### src/rtl/csps_pkg.sv
// Shared types, codes and helpers of the camera snapshot sequencer.
`timescale 1ns / 1ps
`default_nettype none

package csps_pkg;

  // Configuration port
  localparam int unsigned CfgIdxW  = 3;
  localparam int unsigned CfgDataW = 32;

  typedef enum logic [CfgIdxW-1:0] {
    REG_RETRY_WAIT  = 3'd0,
    REG_IDLE_LIMIT  = 3'd1,
    REG_INIT_PARAMS = 3'd2,
    REG_QUALITY     = 3'd3,
    REG_PICTURE     = 3'd4
  } cfg_reg_e;

  localparam logic [15:0] RetryWaitRst  = 16'd5;
  localparam logic [15:0] IdleLimitRst  = 16'd200;
  localparam logic [31:0] InitParamsRst = 32'h0487_0107;
  localparam logic [7:0]  QualityRst    = 8'h00;
  localparam logic [7:0]  PictureRst    = 8'h05;

  // Depth of the command queue between front and back end (2 or more)
  localparam int unsigned QueueDepth = 4;

  // Camera packet tokens
  localparam logic [7:0] TOK_INITIAL = 8'h01;
  localparam logic [7:0] TOK_GET_PIC = 8'h04;
  localparam logic [7:0] TOK_DATA    = 8'h0A;
  localparam logic [7:0] TOK_SYNC    = 8'h0D;
  localparam logic [7:0] TOK_ACK     = 8'h0E;
  localparam logic [7:0] TOK_QUALITY = 8'h10;
  localparam logic [7:0] PKT_PREFIX  = 8'hFF;

  typedef enum logic [1:0] {
    ACT_START = 2'd0,
    ACT_BYTE  = 2'd1,
    ACT_TICK  = 2'd2
  } action_e;

  typedef enum logic [1:0] {
    KIND_TX    = 2'd0,
    KIND_IMAGE = 2'd1,
    KIND_BAUD  = 2'd2,
    KIND_DONE  = 2'd3
  } kind_e;

  typedef enum logic [2:0] {
    ST_OK          = 3'd0,
    ST_INIT_REJ    = 3'd1,
    ST_QUALITY_REJ = 3'd2,
    ST_PICTURE_REJ = 3'd3,
    ST_NO_DATA     = 3'd4,
    ST_TIMEOUT     = 3'd5
  } status_e;

  typedef struct packed {
    logic [15:0] retry_wait;
    logic [15:0] idle_limit;
    logic [31:0] init_params;
    logic [7:0]  quality;
    logic [7:0]  picture;
  } cfg_t;

  // One segment of a command: either a single result or a full 8-byte packet
  typedef struct packed {
    logic        valid;
    logic        is_pkt;
    kind_e       kind;
    status_e     status;
    logic [7:0]  tok;     // token of a packet, or value of a single result
    logic [31:0] params;  // p1 in [31:24] .. p4 in [7:0]
  } seg_t;

  // Everything one transaction causes; seg[1] only follows seg[0]
  typedef struct packed {
    seg_t [1:0] seg;
  } op_t;

  typedef struct packed {
    kind_e      kind;
    logic [7:0] byte_value;
    status_e    status;
    logic       last;
  } res_t;

  function automatic seg_t pkt_seg(input logic [7:0] tok, input logic [31:0] params);
    seg_t s;
    s        = '0;
    s.valid  = 1'b1;
    s.is_pkt = 1'b1;
    s.kind   = KIND_TX;
    s.status = ST_OK;
    s.tok    = tok;
    s.params = params;
    return s;
  endfunction

  function automatic seg_t one_seg(input kind_e kind, input logic [7:0] val,
                                   input status_e st);
    seg_t s;
    s        = '0;
    s.valid  = 1'b1;
    s.is_pkt = 1'b0;
    s.kind   = kind;
    s.status = st;
    s.tok    = val;
    return s;
  endfunction

  function automatic logic [7:0] seg_byte(input seg_t s, input logic [2:0] idx);
    logic [7:0] b;
    b = s.tok;
    if (s.is_pkt) begin
      unique case (idx)
        3'd0, 3'd1, 3'd2: b = PKT_PREFIX;
        3'd3:             b = s.tok;
        3'd4:             b = s.params[31:24];
        3'd5:             b = s.params[23:16];
        3'd6:             b = s.params[15:8];
        3'd7:             b = s.params[7:0];
        default:          b = s.tok;
      endcase
    end
    return b;
  endfunction

endpackage

`default_nettype wire

### src/rtl/csps_if.sv
// Valid/ready channel interfaces for sequencer requests and results.
`timescale 1ns / 1ps
`default_nettype none

interface csps_in_if;
  logic       valid;
  logic       ready;
  logic [1:0] action;
  logic [7:0] rx_byte;

  modport source (output valid, output action, output rx_byte, input ready);
  modport sink   (input valid, input action, input rx_byte, output ready);
endinterface

interface csps_out_if;
  logic       valid;
  logic       ready;
  logic [1:0] kind;
  logic [7:0] byte_value;
  logic [2:0] status;
  logic       last;

  modport source (output valid, output kind, output byte_value, output status,
                  output last, input ready);
  modport sink   (input valid, input kind, input byte_value, input status,
                  input last, output ready);
endinterface

`default_nettype wire

### src/rtl/camera_snapshot_protocol_sequencer.sv
// Top level of the camera snapshot sequencer: config registers and datapath.
//
// Usage:
//   item_i   (sink)   transactions carry action (0 start, 1 camera byte, 2 tick)
//                     and rx_byte. Ready drops only while the command queue is full.
//   result_o (source) transactions carry kind, byte_value, status and last; last
//                     marks the final result caused by one input transaction.
//   cfg_*             write-only register port; write it only while the block is idle
//                     (the block does not enforce this): 0 retry wait, 1 idle tick
//                     limit, 2 INITIAL params, 3 quality level, 4 picture type.
// Path: a command is written to the queue at the accepting edge; the back end then
//   loads its first result into the result register.
// Throughput: one input transaction per cycle while the queue has room; the back
//   end emits one result per cycle while result_o is ready, so a transaction
//   holds the output for as many results as it causes (up to 16: ACK + INITIAL).
// Stalls: when result_o is not ready the output register holds; commands pile up
//   in the queue (QUEUE_DEPTH entries) and item_i ready drops once it is full.
// Reset: asynchronous, active low; phase idle, counters and queue cleared, the
//   config registers return to their defaults. No clearing pass is needed.
`timescale 1ns / 1ps
`default_nettype none

module camera_snapshot_protocol_sequencer import csps_pkg::*; #(
  parameter int unsigned QUEUE_DEPTH = QueueDepth
) (
  input  logic                clk_i,
  input  logic                rst_ni,
  csps_in_if.sink             item_i,
  csps_out_if.source          result_o,
  input  logic                cfg_we_i,
  input  logic [CfgIdxW-1:0]  cfg_idx_i,
  input  logic [CfgDataW-1:0] cfg_wdata_i
);

  cfg_t cfg_q;
  op_t  push_op, head_op;
  logic push, pop, q_full, q_empty;
  res_t res;

  // Config registers; indices past the list are ignored
  always_ff @(posedge clk_i or negedge rst_ni) begin
    if (!rst_ni) begin
      cfg_q.retry_wait  <= RetryWaitRst;
      cfg_q.idle_limit  <= IdleLimitRst;
      cfg_q.init_params <= InitParamsRst;
      cfg_q.quality     <= QualityRst;
      cfg_q.picture     <= PictureRst;
    end else if (cfg_we_i) begin
      unique case (cfg_idx_i)
        REG_RETRY_WAIT:  cfg_q.retry_wait  <= cfg_wdata_i[15:0];
        REG_IDLE_LIMIT:  cfg_q.idle_limit  <= cfg_wdata_i[15:0];
        REG_INIT_PARAMS: cfg_q.init_params <= cfg_wdata_i;
        REG_QUALITY:     cfg_q.quality     <= cfg_wdata_i[7:0];
        REG_PICTURE:     cfg_q.picture     <= cfg_wdata_i[7:0];
        default: ;
      endcase
    end
  end

  // Front end: one transaction per cycle while not full; at most one command pushed
  csps_front u_front (
    .clk_i      (clk_i),
    .rst_ni     (rst_ni),
    .cfg_i      (cfg_q),
    .in_valid_i (item_i.valid),
    .in_ready_o (item_i.ready),
    .action_i   (item_i.action),
    .rx_byte_i  (item_i.rx_byte),
    .push_o     (push),
    .op_o       (push_op),
    .q_full_i   (q_full)
  );

  csps_queue #(
    .DEPTH (QUEUE_DEPTH)
  ) u_queue (
    .clk_i   (clk_i),
    .rst_ni  (rst_ni),
    .push_i  (push),
    .op_i    (push_op),
    .pop_i   (pop),
    .op_o    (head_op),
    .full_o  (q_full),
    .empty_o (q_empty)
  );

  // Back end: serializes packets into bytes toward the output register
  csps_back u_back (
    .clk_i       (clk_i),
    .rst_ni      (rst_ni),
    .op_i        (head_op),
    .q_empty_i   (q_empty),
    .pop_o       (pop),
    .out_valid_o (result_o.valid),
    .out_ready_i (result_o.ready),
    .res_o       (res)
  );

  assign result_o.kind       = res.kind;
  assign result_o.byte_value = res.byte_value;
  assign result_o.status     = res.status;
  assign result_o.last       = res.last;

endmodule

`default_nettype wire

### src/rtl/csps_front.sv
// Front end: protocol state machine, packet assembly, command generation.
`timescale 1ns / 1ps
`default_nettype none

module csps_front import csps_pkg::*; (
  input  logic       clk_i,
  input  logic       rst_ni,
  input  cfg_t       cfg_i,
  input  logic       in_valid_i,
  output logic       in_ready_o,
  input  logic [1:0] action_i,
  input  logic [7:0] rx_byte_i,
  output logic       push_o,
  output op_t        op_o,
  input  logic       q_full_i
);

  typedef enum logic [3:0] {
    PH_IDLE,
    PH_SYNCREP,
    PH_RETRY,
    PH_CAMSYNC,
    PH_INITREP,
    PH_QUALREP,
    PH_PICREP,
    PH_DATAHDR,
    PH_IMAGE
  } phase_e;

  phase_e      phase_q, phase_d;
  logic [2:0]  idx_q, idx_d;
  logic [23:0] rem_q, rem_d;
  logic [15:0] idle_q, idle_d;
  logic [15:0] wait_q, wait_d;
  // packet bytes 3..6; bytes 0..2 are never inspected, byte 7 comes live
  logic [7:0]  hdr_q [4];
  logic        hdr_we;
  logic [1:0]  hdr_ptr;
  logic        fire;
  logic [23:0] rem_dec;
  logic [15:0] wait_dec;
  op_t         op;

  assign in_ready_o = !q_full_i;
  assign fire       = in_valid_i && in_ready_o;
  assign hdr_ptr    = idx_q[1:0] - 2'd3;
  assign rem_dec    = rem_q - 24'd1;
  assign wait_dec   = (wait_q != 16'd0) ? (wait_q - 16'd1) : wait_q;

  always_comb begin
    phase_d = phase_q;
    idx_d   = idx_q;
    rem_d   = rem_q;
    idle_d  = idle_q;
    wait_d  = wait_q;
    hdr_we  = 1'b0;
    op      = '0;
    if (fire) begin
      unique case (action_i)
        ACT_START: begin
          op.seg[0] = pkt_seg(TOK_SYNC, 32'h0);
          idx_d     = 3'd0;
          phase_d   = PH_SYNCREP;
        end
        ACT_BYTE: begin
          if (phase_q == PH_IMAGE) begin
            op.seg[0] = one_seg(KIND_IMAGE, rx_byte_i, ST_OK);
            idle_d    = 16'd0;
            rem_d     = rem_dec;
            if (rem_dec == 24'd0) begin
              op.seg[1] = one_seg(KIND_DONE, 8'h00, ST_OK);
              phase_d   = PH_IDLE;
              idx_d     = 3'd0;
            end
          end else if (phase_q != PH_IDLE && phase_q != PH_RETRY) begin
            if (idx_q != 3'd7) begin
              idx_d  = idx_q + 3'd1;
              hdr_we = (idx_q >= 3'd3) && (idx_q <= 3'd6);
            end else begin
              idx_d = 3'd0;
              unique case (phase_q)
                PH_SYNCREP: begin
                  if (hdr_q[0] == TOK_ACK && hdr_q[1] == TOK_SYNC) begin
                    phase_d = PH_CAMSYNC;
                  end else if (cfg_i.retry_wait == 16'd0) begin
                    op.seg[0] = pkt_seg(TOK_SYNC, 32'h0);
                  end else begin
                    wait_d  = cfg_i.retry_wait;
                    phase_d = PH_RETRY;
                  end
                end
                PH_CAMSYNC: begin
                  if (hdr_q[0] == TOK_SYNC) begin
                    op.seg[0] = pkt_seg(TOK_ACK, {TOK_SYNC, 24'h0});
                    op.seg[1] = pkt_seg(TOK_INITIAL, cfg_i.init_params);
                    phase_d   = PH_INITREP;
                  end
                end
                PH_INITREP: begin
                  if (hdr_q[0] == TOK_ACK && hdr_q[1] == TOK_INITIAL) begin
                    op.seg[0] = one_seg(KIND_BAUD, 8'h00, ST_OK);
                    op.seg[1] = pkt_seg(TOK_QUALITY, {cfg_i.quality, 24'h0});
                    phase_d   = PH_QUALREP;
                  end else begin
                    op.seg[0] = one_seg(KIND_DONE, 8'h00, ST_INIT_REJ);
                    phase_d   = PH_IDLE;
                  end
                end
                PH_QUALREP: begin
                  if (hdr_q[0] == TOK_ACK && hdr_q[1] == TOK_QUALITY) begin
                    op.seg[0] = pkt_seg(TOK_GET_PIC, {cfg_i.picture, 24'h0});
                    phase_d   = PH_PICREP;
                  end else begin
                    op.seg[0] = one_seg(KIND_DONE, 8'h00, ST_QUALITY_REJ);
                    phase_d   = PH_IDLE;
                  end
                end
                PH_PICREP: begin
                  if (hdr_q[0] == TOK_ACK && hdr_q[1] == TOK_GET_PIC) begin
                    phase_d = PH_DATAHDR;
                  end else begin
                    op.seg[0] = one_seg(KIND_DONE, 8'h00, ST_PICTURE_REJ);
                    phase_d   = PH_IDLE;
                  end
                end
                PH_DATAHDR: begin
                  if (hdr_q[0] != TOK_DATA) begin
                    op.seg[0] = one_seg(KIND_DONE, 8'h00, ST_NO_DATA);
                    phase_d   = PH_IDLE;
                  end else begin
                    rem_d  = {rx_byte_i, hdr_q[3], hdr_q[2]};
                    idle_d = 16'd0;
                    if ({rx_byte_i, hdr_q[3], hdr_q[2]} == 24'd0) begin
                      op.seg[0] = one_seg(KIND_DONE, 8'h00, ST_OK);
                      phase_d   = PH_IDLE;
                    end else begin
                      phase_d = PH_IMAGE;
                    end
                  end
                end
                default: ;
              endcase
            end
          end
        end
        ACT_TICK: begin
          if (phase_q == PH_RETRY) begin
            wait_d = wait_dec;
            if (wait_dec == 16'd0) begin
              op.seg[0] = pkt_seg(TOK_SYNC, 32'h0);
              idx_d     = 3'd0;
              phase_d   = PH_SYNCREP;
            end
          end else if (phase_q == PH_IMAGE) begin
            if (idle_q >= cfg_i.idle_limit) begin
              op.seg[0] = one_seg(KIND_DONE, 8'h00, ST_TIMEOUT);
              phase_d   = PH_IDLE;
              idx_d     = 3'd0;
            end else begin
              idle_d = idle_q + 16'd1;
            end
          end
        end
        default: ;
      endcase
    end
  end

  assign push_o = op.seg[0].valid;
  assign op_o   = op;

  always_ff @(posedge clk_i or negedge rst_ni) begin
    if (!rst_ni) begin
      phase_q <= PH_IDLE;
      idx_q   <= 3'd0;
      rem_q   <= 24'd0;
      idle_q  <= 16'd0;
      wait_q  <= 16'd0;
    end else begin
      phase_q <= phase_d;
      idx_q   <= idx_d;
      rem_q   <= rem_d;
      idle_q  <= idle_d;
      wait_q  <= wait_d;
    end
  end

  always_ff @(posedge clk_i) begin
    if (hdr_we) begin
      hdr_q[hdr_ptr] <= rx_byte_i;
    end
  end

endmodule

`default_nettype wire

### src/rtl/csps_queue.sv
// Command FIFO between front end and back end.
`timescale 1ns / 1ps
`default_nettype none

module csps_queue import csps_pkg::*; #(
  parameter int unsigned DEPTH = QueueDepth
) (
  input  logic clk_i,
  input  logic rst_ni,
  input  logic push_i,
  input  op_t  op_i,
  input  logic pop_i,
  output op_t  op_o,
  output logic full_o,
  output logic empty_o
);

  localparam int unsigned PtrW = (DEPTH > 1) ? $clog2(DEPTH) : 1;
  localparam int unsigned CntW = $clog2(DEPTH + 1);
  localparam logic [PtrW-1:0] PtrLast = PtrW'(DEPTH - 1);
  localparam logic [CntW-1:0] CntFull = CntW'(DEPTH);

  op_t            mem_q [DEPTH];
  logic [PtrW-1:0] wr_ptr_q, rd_ptr_q;
  logic [CntW-1:0] cnt_q;
  logic            do_push, do_pop;

  assign full_o  = (cnt_q == CntFull);
  assign empty_o = (cnt_q == '0);
  assign do_push = push_i && !full_o;
  assign do_pop  = pop_i && !empty_o;
  assign op_o    = mem_q[rd_ptr_q];

  always_ff @(posedge clk_i or negedge rst_ni) begin
    if (!rst_ni) begin
      wr_ptr_q <= '0;
      rd_ptr_q <= '0;
      cnt_q    <= '0;
    end else begin
      if (do_push) begin
        wr_ptr_q <= (wr_ptr_q == PtrLast) ? '0 : wr_ptr_q + 1'b1;
      end
      if (do_pop) begin
        rd_ptr_q <= (rd_ptr_q == PtrLast) ? '0 : rd_ptr_q + 1'b1;
      end
      if (do_push && !do_pop) begin
        cnt_q <= cnt_q + 1'b1;
      end else if (do_pop && !do_push) begin
        cnt_q <= cnt_q - 1'b1;
      end
    end
  end

  always_ff @(posedge clk_i) begin
    if (do_push) begin
      mem_q[wr_ptr_q] <= op_i;
    end
  end

endmodule

`default_nettype wire

### src/rtl/csps_back.sv
// Back end: expands queued commands into one result per cycle unless stalled.
`timescale 1ns / 1ps
`default_nettype none

module csps_back import csps_pkg::*; (
  input  logic clk_i,
  input  logic rst_ni,
  input  op_t  op_i,
  input  logic q_empty_i,
  output logic pop_o,
  output logic out_valid_o,
  input  logic out_ready_i,
  output res_t res_o
);

  logic       seg_sel_q;
  logic [2:0] byte_sel_q;
  logic       out_valid_q;
  res_t       res_q;
  seg_t       seg;
  logic       advance, take, last_byte, last_seg;

  assign seg       = op_i.seg[seg_sel_q];
  assign advance   = !out_valid_q || out_ready_i;
  assign take      = advance && !q_empty_i;
  assign last_byte = !seg.is_pkt || (byte_sel_q == 3'd7);
  assign last_seg  = seg_sel_q || !op_i.seg[1].valid;
  assign pop_o     = take && last_byte && last_seg;

  always_ff @(posedge clk_i or negedge rst_ni) begin
    if (!rst_ni) begin
      seg_sel_q   <= 1'b0;
      byte_sel_q  <= 3'd0;
      out_valid_q <= 1'b0;
    end else begin
      if (take) begin
        out_valid_q <= 1'b1;
        if (last_byte) begin
          byte_sel_q <= 3'd0;
          seg_sel_q  <= last_seg ? 1'b0 : 1'b1;
        end else begin
          byte_sel_q <= byte_sel_q + 3'd1;
        end
      end else if (out_ready_i) begin
        out_valid_q <= 1'b0;
      end
    end
  end

  always_ff @(posedge clk_i) begin
    if (take) begin
      res_q.kind       <= seg.kind;
      res_q.byte_value <= seg_byte(seg, byte_sel_q);
      res_q.status     <= seg.status;
      res_q.last       <= last_byte && last_seg;
    end
  end

  assign out_valid_o = out_valid_q;
  assign res_o       = res_q;

endmodule

`default_nettype wire

### src/flat_wrapper.sv
// flat-port wrapper written by rule: the top's interface ports become plain ports
module camera_snapshot_protocol_sequencer_flat import csps_pkg::*;
#(
  parameter int unsigned QUEUE_DEPTH = QueueDepth
)
  (clk_i, rst_ni, cfg_we_i, cfg_idx_i, cfg_wdata_i, item_i_valid, item_i_action, item_i_rx_byte, item_i_ready, result_o_valid, result_o_kind, result_o_byte_value, result_o_status, result_o_last, result_o_ready);
  csps_in_if item_i_i ();
  csps_out_if result_o_i ();
  input  logic clk_i;
  input  logic rst_ni;
  input  logic cfg_we_i;
  input  logic [CfgIdxW-1:0] cfg_idx_i;
  input  logic [CfgDataW-1:0] cfg_wdata_i;
  input wire logic [$bits(item_i_i.valid)-1:0] item_i_valid;
  input wire logic [$bits(item_i_i.action)-1:0] item_i_action;
  input wire logic [$bits(item_i_i.rx_byte)-1:0] item_i_rx_byte;
  output wire logic [$bits(item_i_i.ready)-1:0] item_i_ready;
  output wire logic [$bits(result_o_i.valid)-1:0] result_o_valid;
  output wire logic [$bits(result_o_i.kind)-1:0] result_o_kind;
  output wire logic [$bits(result_o_i.byte_value)-1:0] result_o_byte_value;
  output wire logic [$bits(result_o_i.status)-1:0] result_o_status;
  output wire logic [$bits(result_o_i.last)-1:0] result_o_last;
  input wire logic [$bits(result_o_i.ready)-1:0] result_o_ready;
  assign item_i_i.valid = item_i_valid;
  assign item_i_i.action = item_i_action;
  assign item_i_i.rx_byte = item_i_rx_byte;
  assign item_i_ready = item_i_i.ready;
  assign result_o_valid = result_o_i.valid;
  assign result_o_kind = result_o_i.kind;
  assign result_o_byte_value = result_o_i.byte_value;
  assign result_o_status = result_o_i.status;
  assign result_o_last = result_o_i.last;
  assign result_o_i.ready = result_o_ready;
  camera_snapshot_protocol_sequencer #(.QUEUE_DEPTH(QUEUE_DEPTH)) u_core (.clk_i(clk_i), .rst_ni(rst_ni), .item_i(item_i_i), .result_o(result_o_i), .cfg_we_i(cfg_we_i), .cfg_idx_i(cfg_idx_i), .cfg_wdata_i(cfg_wdata_i));
endmodule
### config.mk
export PLATFORM = sky130hd
export DESIGN_NAME = camera_snapshot_protocol_sequencer_flat
export DESIGN_NICKNAME = d
export VERILOG_FILES = /design/src/rtl/csps_pkg.sv /design/src/rtl/csps_if.sv /design/src/rtl/camera_snapshot_protocol_sequencer.sv /design/src/rtl/csps_front.sv /design/src/rtl/csps_queue.sv /design/src/rtl/csps_back.sv /design/src/flat_wrapper.sv
export SDC_FILE = /design/constraint.sdc
export NUM_CORES = 1
export LEC_CHECK = 0
export BUFFER_PORTS_ARGS = -buffer_cell sky130_fd_sc_hd__buf_2
export CAP_MARGIN = 15
export CORE_ASPECT_RATIO = 0.5
export CORE_UTILIZATION = 60
export CTS_CLUSTER_SIZE = 16
export DETAILED_ROUTE_END_ITERATION = 10
export PLACE_DENSITY = 0.77
export SETUP_SLACK_MARGIN = 0.5
export SYNTH_ARGS = -nofsm -noshare
export SYNTH_HDL_FRONTEND = slang
export SYNTH_SLANG_ARGS = --single-unit
### constraint.sdc
create_clock -name clk_i -period 4.3 [get_ports clk_i]
set_clock_uncertainty 0.15 [all_clocks]
set_input_delay 0 -clock clk_i [delete_from_list [all_inputs] [get_ports clk_i]]
set_output_delay 0 -clock clk_i [all_outputs]
set_load 0.03 [all_outputs]
==> results of run 1 <==
==> logic make-up after synthesis <==
family | after synthesis
compound gates | 284
xor+xnor | 19
fa+ha+maj | 44
buf+inv | 126
flops | 437
mux | 136
simple gates | 468
==> sequential cells by signal, summed over array words and instances (netlist names), 4 cells and up <==
register                count
u_core.u_front.hdr_q       32
u_core.u_front.idle_q      16
u_core.u_queue.mem_q      236
u_core.cfg_q               80
u_core.u_front.phase_q      4
u_core.u_front.rem_q       24
u_core.u_front.wait_q      16
u_core.u_back.res_o        14
==> worst max-delay path, delay by kind of cell (launching register included) <==
| family | cells | cell delay (ns) |
|---|---|---|
| flops | 1 | 0.44 |
| simple gates | 3 | 0.60 |
| compound gates | 4 | 1.04 |
| buf+inv | 2 | 0.19 |
| xor+xnor | 2 | 0.32 |
| fa+ha+maj | 3 | 0.89 |
==> worst max-delay path by stage <==
stage / startpoint / endpoint / slack, ns / cells past startpoint
after CTS: u_core.u_front.wait_q[0]$_DFFE_PN0P_ / u_core.u_queue.cnt_q[2]$_DFFE_PN0P_ / 0.55 / 14
after floorplan: u_core.u_front.wait_q[0]$_DFFE_PN0P_ / u_core.u_queue.mem_q[0][24]$_DFFE_PP_ / 0.75 / 10
final: u_core.u_front.wait_q[0]$_DFFE_PN0P_ / u_core.u_queue.cnt_q[2]$_DFFE_PN0P_ / 0.60 / 14
after detailed placement: u_core.u_front.wait_q[0]$_DFFE_PN0P_ / u_core.u_queue.cnt_q[2]$_DFFE_PN0P_ / 0.28 / 14
after global placement: u_core.u_front.wait_q[0]$_DFFE_PN0P_ / u_core.u_queue.cnt_q[2]$_DFFE_PN0P_ / 0.27 / 14
after global routing: u_core.u_front.wait_q[0]$_DFFE_PN0P_ / u_core.u_queue.cnt_q[2]$_DFFE_PN0P_ / 0.43 / 14
==> synth_stat cells, drive strengths merged, types with 12 or more instances <==
master	n
nand4	17
nor2	118
inv	52
mux4	59
nand2b	15
dfrtp	139
clkbuf	55
o22ai	16
nand3	27
nor4	36
a21oi	74
buf	19
xnor2	15
nand2	108
and2	44
edfxtp	282
ha	43
o21ai	75
dfstp	16
nor3	34
a22oi	17
nor2b	15
and3	12
mux2	72
==> repair_timing <==
action | 4_1_cts | 5_1_grt
cloned | 0 | 0
endpoints found under the hold margin | 223 | 0
setup buffers | 2 | 3
endpoints found under the setup margin | 101 | 105
resized for setup | 5 | 5
pin swaps | 1 | 0
hold buffers | 83 | 0
==> stage by stage <==
step	std cells	util (%)	instance area, µm²
2_1_floorplan	1514	-	20100
5_1_grt	2121	72.0	23200
4_1_cts	2117	71.9	23200
3_3_place_gp	1962	65.0	21000
3_5_place_dp	1962	65.0	21000
6_report	2121	72.0	23200
==> layout make-up <==
class / instances / share of cell area [%]
inverter: 52 / 0.840
multi-input combinational: 951 / 31.5
sequential: 437 / 53.2
clock inverter: 22 / 1.32
tap: 432 / 2.32
timing repair buffer: 179 / 6.41
clock buffer: 48 / 4.43
==> where the power goes <==
group	internal, W	total, W	switching (W)
Sequential	0.00497	0.00545	0.000485
Combinational	0.00126	0.00281	0.00156
Clock	0.00214	0.00375	0.00161
Total	0.00836	0.0120	0.00365
==> per-layer routing <==
layer	track usage, %	vias up	share of wire [%]
met5	0	-	0
met4	10.3	0	3.1
met3	6.39	131	9.4
met2	47.7	781	46
met1	44.3	7000	41
li1	-	6042	-
==> metrics, run 1 <==
Synth Area in Compound Gates=9.23%; Post-synth ARST share=35.5%; Slowest-stage cell, CP=dfrtp_1; 1st-iter DRT viols=1800; Pwr Total=0.0120 W; most frequent cells in the layout=edfxtp_1 (282), dfrtp_1 (137), nor2_1 (117); Hold Crit Class=in2reg; antenna violations before repair=2; WP data arrival=4.02 ns; Hold Crit Start=item_i_action[1]; number of synthesized register bits=437; pin count of the biggest net entering global routing=60; commonest non-fill, non-tap cell in the layout=edfxtp_1; CTS root buf=clkbuf_16; Area Growth Syn to Fin=15.7%; setup TNS=0 ns; CTS tree=yes; Nets=1753; Detail Route Antenna Nets=0; worst-margin pin slew=0.981 ns; # rows=46; maximum clock path buffer count=3; Fmax=271 MHz; Leak=8.75 nW; Fin. Hold Viols=0; register-to-register setup slack=0.60 ns; number of global-route vias before repair=13800; failing checks=DRC; Placer Congestion=0.931; peak supply drop=0.373 mV; vias per cell=6.58; Max Fanout on Critical Path=8; IO buf count=65; Total GRT Usage=31.0%; GRT overflow=0; Register Area=12400 µm²; Yosys warning count=0; CP peak stage delay=0.44 ns; relative max-transition margin=34.1%; DR WL/cell=24.7 µm; Vias=14000; critical-path cell list=inv_1 > ha_2 > nor4b_4 > nand4_2 > a31o_2 > a211oi_2 > a31oi_2 > a31oi_4 > ha_1 > inv_1 > fa_1 > xor2_1 > nor2_1 > xor2_1; Post-Synth Adder-Cell Area=2.78%; Final Max Tran Viols=0; DRC viols=2; data required time of the worst path=4.63 ns; Avg Cell Area, Syn=13.3 µm²; P per Cell Area=517 nW/µm²; CP Capture Type=flop; H-tree Lvls=2; RSZ-0062 raised after global routing=yes; Setup WS post-layout=0.604 ns; CTS sink cnt=437; mux cell area share after synthesis=11.0%; die area=34300 µm²; Filler Cells Inserted=2009; # IOs=66; largest cells by area after synthesis=edfxtp_1 (42%), dfrtp_1 (17%), mux4_2 (6.6%), mux2_2 (3.9%), ha_1 (2.7%); HPWL after DPL=32.1 mm; Post-Synth XOR/XNOR Area=0.828%; Skew-Pair Late Insertion Delay=0.56 ns; area share of and/or/nand/nor cells after synthesis=12.2%; register area share after synthesis=61.5%; Placement Setup Slack=0.277 ns; Post-synth top flop=edfxtp_1; largest family of logic cells by synthesized area=simple AND/OR/NAND/NOR gates; Synth Instances=1514; worst hold endpoint=u_core.u_front.phase_q[0]$_DFFE_PN0P_; share of layout cells above drive strength 1=20.5%; first-pass GRT wire length=80.1 mm; Placeable Area=32300 µm²; CP Launch Type=flop; DRT Wirelength=52.3 mm; post-synth top area cell=edfxtp_1; minimum clock period=3.70 ns; Clock transition at path regs=0.07 ns; syn_nets=1608; n_diodes=0; die height=131 µm; library cells used by synthesis=90; Initial Util=62.2%; r2r endpoint=u_core.u_queue.cnt_q[2]$_DFFE_PN0P_; Final period util=86.0%; top-area cell type share of the netlist area=42.1%; Fin Hold WS=0.0389 ns; Post-synth EDFFs=282; drt first pass iters=9; outcome=complete, but fails checks; reg2reg path depth=14; total CTS buffers=38; Post-Syn Area=20100 µm²; maxcap violations=0; worst r2r src=u_core.u_front.wait_q[0]$_DFFE_PN0P_; final setup vio count=0; multi-input logic area=7320 µm²; Die W=261 µm; Hold Path Depth=5; kind of critical path=reg2reg
Note: power is estimated with default switching activity, not from simulation.
==> run 2: changes to the inputs <==
--- a/config.mk
+++ b/config.mk
@@ -15,4 +15,5 @@
 export SETUP_SLACK_MARGIN = 0.5
 export SYNTH_ARGS = -nofsm -noshare
 export SYNTH_HDL_FRONTEND = slang
+export SYNTH_HIERARCHICAL = 1
 export SYNTH_SLANG_ARGS = --single-unit
==> run 2 against run 1 <==
Compared with the run above:
- the run now ends clean
- register-to-register slack got worse by 0.45 ns
- first-iteration DRC count up 22%
- utilization is 0.70 points higher
- largest cell class unchanged
- largest power group unchanged
==> metrics, run 2 <==
worst-margin pin slew=1.07 ns; Max Fanout on Critical Path=7; share of layout cells above drive strength 1=27.8%; CP most frequent cell=buf_6; # IOs=66; DP Area=26900 µm²; die height=148 µm; Finished Cell Area=30600 µm²; Clock transition at path regs=0.07 ns; Largest register FFs=372; outcome=complete, no violations; P per Cell Area=524 nW/µm²; n_diodes=0; first-pass GRT wire length=97.2 mm; Post-Syn Area=25700 µm²; Fin Hold WS=0.0421 ns; Placement Setup Slack=-0.0176 ns; Die W=295 µm; CTS tree=yes; drt first pass iters=6; CP Capture Type=flop; commonest non-fill, non-tap cell in the layout=edfxtp_1; GRT overflow=0; Total GRT Usage=30.1%; kind of critical path=reg2reg; Final Core Density=72.7%; Initial Util=61.1%; 1st-iter DRT viols=2203; Buf+Inv Stages, Crit Path=7; RSZ-0062 raised after global routing=yes; Filler Cells Inserted=2450; Nets=2036; Fmax=241 MHz; WP data arrival=4.29 ns; Hold Crit Class=in2reg; number of global-route vias before repair=16000; Largest regs=u_core/u_queue/mem_q: 372 flops, u_core/cfg_q: 80 flops, u_core/u_front/hdr_q: 32 flops; Yosys warning count=6; Skew-Pair Late Insertion Delay=0.58 ns; CTS sink cnt=573; DR WL/cell=26.9 µm; vias per cell=6.49; Synth Instances=1698; Final Max Tran Viols=0; pin count of the biggest net entering global routing=156; maximum clock path buffer count=3; DRC viols=0; Final period util=96.4%; Placer Congestion=0.958; Placeable Area=42100 µm²; Largest Register=u_core/u_queue/mem_q; Detail Route Antenna Nets=0; HPWL after DPL=37.6 mm; relative max-transition margin=27.8%; data required time of the worst path=4.44 ns; Pwr Total=0.0160 W; # rows=53; most frequent cells in the layout=edfxtp_1 (418), dfrtp_1 (136), nor2_1 (95); Avg Cell Area, Syn=15.1 µm²; total CTS buffers=49; Vias=16600; CP Launch Type=flop; DRT Wirelength=68.8 mm; critical-path cell list=or4_4 > buf_6 > nand2b_4 > nor4_4 > a32oi_1 > a2111oi_4 > buf_4 > a41o_1 > nor2_2 > a31oi_2 > nor2b_4 > buf_4 > buf_6 > and2_4 > buf_12 > buf_6 > buf_16; Setup WS post-layout=0.153 ns; Slowest-stage cell, CP=or4_4; H-tree Lvls=2; IO buf count=65; CP peak stage delay=0.55 ns; die area=43700 µm²; Leak=11.3 nW; antenna violations before repair=1; Area Growth Syn to Fin=19.1%; cell family with most CP delay=simple AND/OR/NAND/NOR gates; final setup vio count=0; peak supply drop=0.340 mV; Fin. Hold Viols=0; CTS root buf=clkbuf_16; maxcap violations=0; minimum clock period=4.15 ns
run 2: changes by cell type in the layout (fill, tap and decap cells not counted), sizes merged, moves of 29 or more:
cell	delta
nand2	-33
buf	+111
edfxtp	+136
conb	+33
mux4	+34
mux2	+29
mux2i	+33
clkbuf	+30
run 2: area by class of cell:
cell class | instances | area (µm²) | area share (%)
Inverter | 45 | 169 | 0.552
Sequential cell | 573 | 16500 | 53.8
Timing Repair Buffer | 272 | 3080 | 10.1
Tap cell | 577 | 722 | 2.36
Clock inverter | 21 | 231 | 0.756
Multi-Input combinational cell | 1000 | 8600 | 28.1
Clock buffer | 69 | 1350 | 4.41
run 2: routing by layer:
metal | global-route usage, % | part of all wire (%) | up-vias
met5 | 0 | 0 | -
met4 | 8.54 | 2.8 | 0
met3 | 6.96 | 10 | 137
met2 | 48.2 | 48 | 1034
met1 | 41.7 | 39 | 8385
li1 | - | - | 7034
run 2: final timing paths:
kind                                                           start  cells after the start                                      to  slack (ns)
max in group asynchronous                                     rst_ni                      4  u_core/u_queue/rd_ptr_q[1]$_DFFE_PN0P_        2.71
worst max-delay path            u_core/u_front/wait_q[0]$_DFFE_PN0P_                     17   u_core/u_queue/mem_q[2][19]$_DFFE_PP_        0.15
worst min register to register           u_core/cfg_q[7]$_DFFE_PN0P_                      1             u_core/cfg_q[7]$_DFFE_PN0P_        0.35
worst min-delay path                                 cfg_wdata_i[18]                      3            u_core/cfg_q[34]$_DFFE_PN1P_        0.04
worst max register to register  u_core/u_front/wait_q[0]$_DFFE_PN0P_                     17   u_core/u_queue/mem_q[2][19]$_DFFE_PP_        0.15
min in group asynchronous                                     rst_ni                      4            u_core/cfg_q[35]$_DFFE_PN0P_        0.47
run 2: tightest hold or removal path, stage by stage:
cell,delay [ns]
dlygate4sd3_1,0.52
buf_2,0.09
mux2_2,0.13
run 2: stage by stage:
stage / TNS [ns] / instances
finish: 0 / 2557
global route: 0 / 2557
CTS: 0 / 2532
detailed placement: -0.0176 / 2333
global placement: 0 / 2333
floorplan: -21.50 / 1730
run 2: report_power, final:
part | total (W) | switching, W | internal (W) | leakage (nW)
logic | 0.00446 | 0.00243 | 0.00203 | 4.74
registers | 0.00711 | 0.000570 | 0.00654 | 5.84
clock network | 0.00448 | 0.00208 | 0.00240 | 0.763
run 2: timing repair:
item / 4_1_cts / 5_1_grt
cloned: 17 / 11
endpoints found under the hold margin: 316 / 1
pin swaps: 13 / 5
hold buffers: 54 / 1
buffers inserted: 38 / 13
gates resized for setup: 64 / 24
setup endpoints to repair: 375 / 385
==> run 3: changes to the inputs <==
--- a/config.mk
+++ b/config.mk
@@ -12,7 +12,9 @@
 export CTS_CLUSTER_SIZE = 16
 export DETAILED_ROUTE_END_ITERATION = 10
 export PLACE_DENSITY = 0.77
+export REMOVE_ABC_BUFFERS = 1
 export SETUP_SLACK_MARGIN = 0.5
+export SLEW_MARGIN = 20
 export SYNTH_ARGS = -nofsm -noshare
 export SYNTH_HDL_FRONTEND = slang
 export SYNTH_HIERARCHICAL = 1
==> constraint.sdc (replaced) <==
create_clock -name clk_i -period 4.3 [get_ports clk_i]
set_clock_uncertainty 0.15 [all_clocks]
set_input_delay 0 -clock clk_i [delete_from_list [all_inputs] [get_ports clk_i]]
set_output_delay 0 -clock clk_i [all_outputs]
set_load 0.1 [all_outputs]
==> run 3 against run 2 <==
Compared with the run above:
- register-to-register slack gained 0.11 ns
- sequential power shrank 0.8%
- maximum frequency grew 2.7%
- total power grew 1.4%
- critical path type unchanged
- largest power group unchanged
==> metrics, run 3 (synthesized netlist as in run 2, its figures left out) <==
outcome=complete, no violations; Pwr Total=0.0163 W; gr busiest metal=met2; P per Cell Area=538 nW/µm²; 1st-iter DRT viols=2158; Vias=16500; Hold Crit Class=in2reg; met3 GRT Util=5.39%; H-tree Lvls=2; data required time of the worst path=4.67 ns; total CTS buffers=48; most frequent cells in the layout=edfxtp_1 (418), dfrtp_1 (135), nor2_1 (93), mux4_2 (93), mux2_2 (90); CP Capture Type=flop; final setup vio count=0; Finished Cell Area=30200 µm²; minimum clock period=4.04 ns; met2 usage in global routing=47.0%; worst r2r src=u_core/u_front/wait_q[6]$_DFFE_PN0P_; maximum clock path buffer count=3; # IOs=66; critical-path cell list=buf_6 > nor4_4 > nand4b_4 > and3_4 > or4_4 > a2111oi_4 > a41o_1 > nor2_2 > a31oi_4 > nor2b_4 > ha_4 > inv_2 > fa_2 > xor2_1 > nor2_1 > xor2_1; Detail Route Antenna Nets=0; CTS sink cnt=573; register-to-register setup slack=0.26 ns; Final Core Density=71.8%; r2r endpoint=u_core/u_queue/cnt_q[2]$_DFFE_PN0P_; Largest regs=u_core/u_queue/mem_q: 372 flops, u_core/cfg_q: 80 flops, u_core/u_front/hdr_q: 32 flops; Fin Hold WS=0.0237 ns; Clock transition at path regs=0.07 ns; WP data arrival=4.41 ns; power share of the combinational group=29.4%; antenna violations before repair=3; cell family with most CP delay=simple AND/OR/NAND/NOR gates; die area=43700 µm²; Skew-Pair Late Insertion Delay=0.61 ns; peak supply drop=0.454 mV; Placeable Area=42100 µm²; sw power=0.00538 W; pin count of the biggest net entering global routing=68; DRC viols=0; RSZ-0062 raised after global routing=yes; DR WL/cell=26.7 µm; Seq pwr share=43.3%; Final Max Tran Viols=0; CP peak stage delay=0.45 ns; maxcap violations=0; Max Fanout on Critical Path=3; GRT overflow=0; Buf+Inv Stages, Crit Path=2; share of layout cells above drive strength 1=27.7%; die height=148 µm; setup TNS=0 ns; CP Launch Type=flop; # rows=53; Leak=11.1 nW; CTS tree=yes; DRT Wirelength=67.8 mm; Slowest-stage cell, CP=a2111oi_4; Largest register FFs=372; vias per cell=6.51; commonest non-fill, non-tap cell in the layout=edfxtp_1; Final period util=93.9%; CP most frequent cell=xor2_1; drt first pass iters=5; Placer Congestion=0.958; met1 GRT Util=42.2%; IO buf count=65; Fin. Hold Viols=0; Nets=2014; Total GRT Usage=29.6%; Die W=295 µm; reg2reg path depth=16; switch share=33.1%; first-pass GRT wire length=96.5 mm; Fmax=248 MHz; number of global-route vias before repair=16000; CTS root buf=clkbuf_16; DP Area=26800 µm²; relative max-transition margin=26.6%; worst hold endpoint=u_core/cfg_q[35]$_DFFE_PN0P_; HPWL after DPL=37.5 mm; Hold Path Depth=3; n_diodes=0; worst-margin pin slew=1.09 ns; kind of critical path=reg2reg; Initial Util=61.1%; Power Internal=0.0109 W; Largest Register=u_core/u_queue/mem_q; Clk pwr share=27.3%; Area Growth Syn to Fin=17.5%; Hold Crit Start=cfg_wdata_i[19]
run 3: how the worst max path moves through the flow:
| stage | startpoint | end | slack (ns) | depth (start not counted) |
|---|---|---|---|---|
| floorplan | u_core/u_front/wait_q[0]$_DFFE_PN0P_ | u_core/u_queue/mem_q[3][0]$_DFFE_PP_ | -2.87 | 12 |
| global placement | u_core/u_front/wait_q[0]$_DFFE_PN0P_ | u_core/u_queue/cnt_q[2]$_DFFE_PN0P_ | 0.03 | 15 |
| detailed placement | u_core/u_front/wait_q[0]$_DFFE_PN0P_ | u_core/u_queue/cnt_q[2]$_DFFE_PN0P_ | -0.05 | 15 |
| CTS | u_core/u_front/idle_q[13]$_DFFE_PN0P_ | u_core/u_queue/cnt_q[2]$_DFFE_PN0P_ | 0.31 | 15 |
| global route | u_core/u_front/wait_q[6]$_DFFE_PN0P_ | u_core/u_queue/cnt_q[2]$_DFFE_PN0P_ | 0.19 | 16 |
| finish | u_core/u_front/wait_q[6]$_DFFE_PN0P_ | u_core/u_queue/cnt_q[2]$_DFFE_PN0P_ | 0.26 | 16 |
run 3: worst reg2reg max path, stage by stage, from the launching register on:
cell and delay (ns):
dfrtp_1 0.41, buf_6 0.13, nor4_4 0.28, nand4b_4 0.14
and3_4 0.19, or4_4 0.43, a2111oi_4 0.45, a41o_1 0.30
nor2_2 0.07, a31oi_4 0.17, nor2b_4 0.22, ha_4 0.16
inv_2 0.04, fa_2 0.34, xor2_1 0.15, nor2_1 0.18
xor2_1 0.16
run 3: stage by stage:
step                      std cells  setup slack, ns
after global routing           2536            0.186
after detailed placement       2328          -0.0497
after CTS                      2512            0.311
after floorplan                1618            -2.87
final                          2536            0.261
after global placement         2328           0.0273
run 3: area by class of cell:
cell class              instances  area, µm²
clock buffers                  70       1370
clock inverters                20        195
fillers                      2535      11900
inverters                      45        169
multi-input cells            1000       8680
flip-flops and latches        573      16500
well taps                     577        722
repair buffers                251       2630
run 3: per-layer routing:
layer | share of wire [%] | wire, µm
met5 | 0.031 | 21
met4 | 2.9 | 1970
met3 | 9.9 | 6680
met2 | 48 | 32400
met1 | 39 | 26700
run 3: power by group through the flow:
stage               registers, W  clock network [W]  logic (W)
finish                   0.00705            0.00444    0.00479
global route             0.00710            0.00469    0.00505
CTS                      0.00700            0.00445    0.00453
detailed placement       0.00709                  0    0.00426
global placement         0.00707                  0    0.00422
floorplan                0.00785                  0    0.00244
run 3: timing repair:
| item | CTS | global route |
|---|---|---|
| hold buffers | 52 | 0 |
| pin swaps | 21 | 10 |
| gates resized for setup | 50 | 26 |
| endpoints found under the setup margin | 376 | 377 |
| hold endpoints to repair | 260 | 0 |
| gates cloned | 9 | 16 |
| buffers inserted | 33 | 8 |
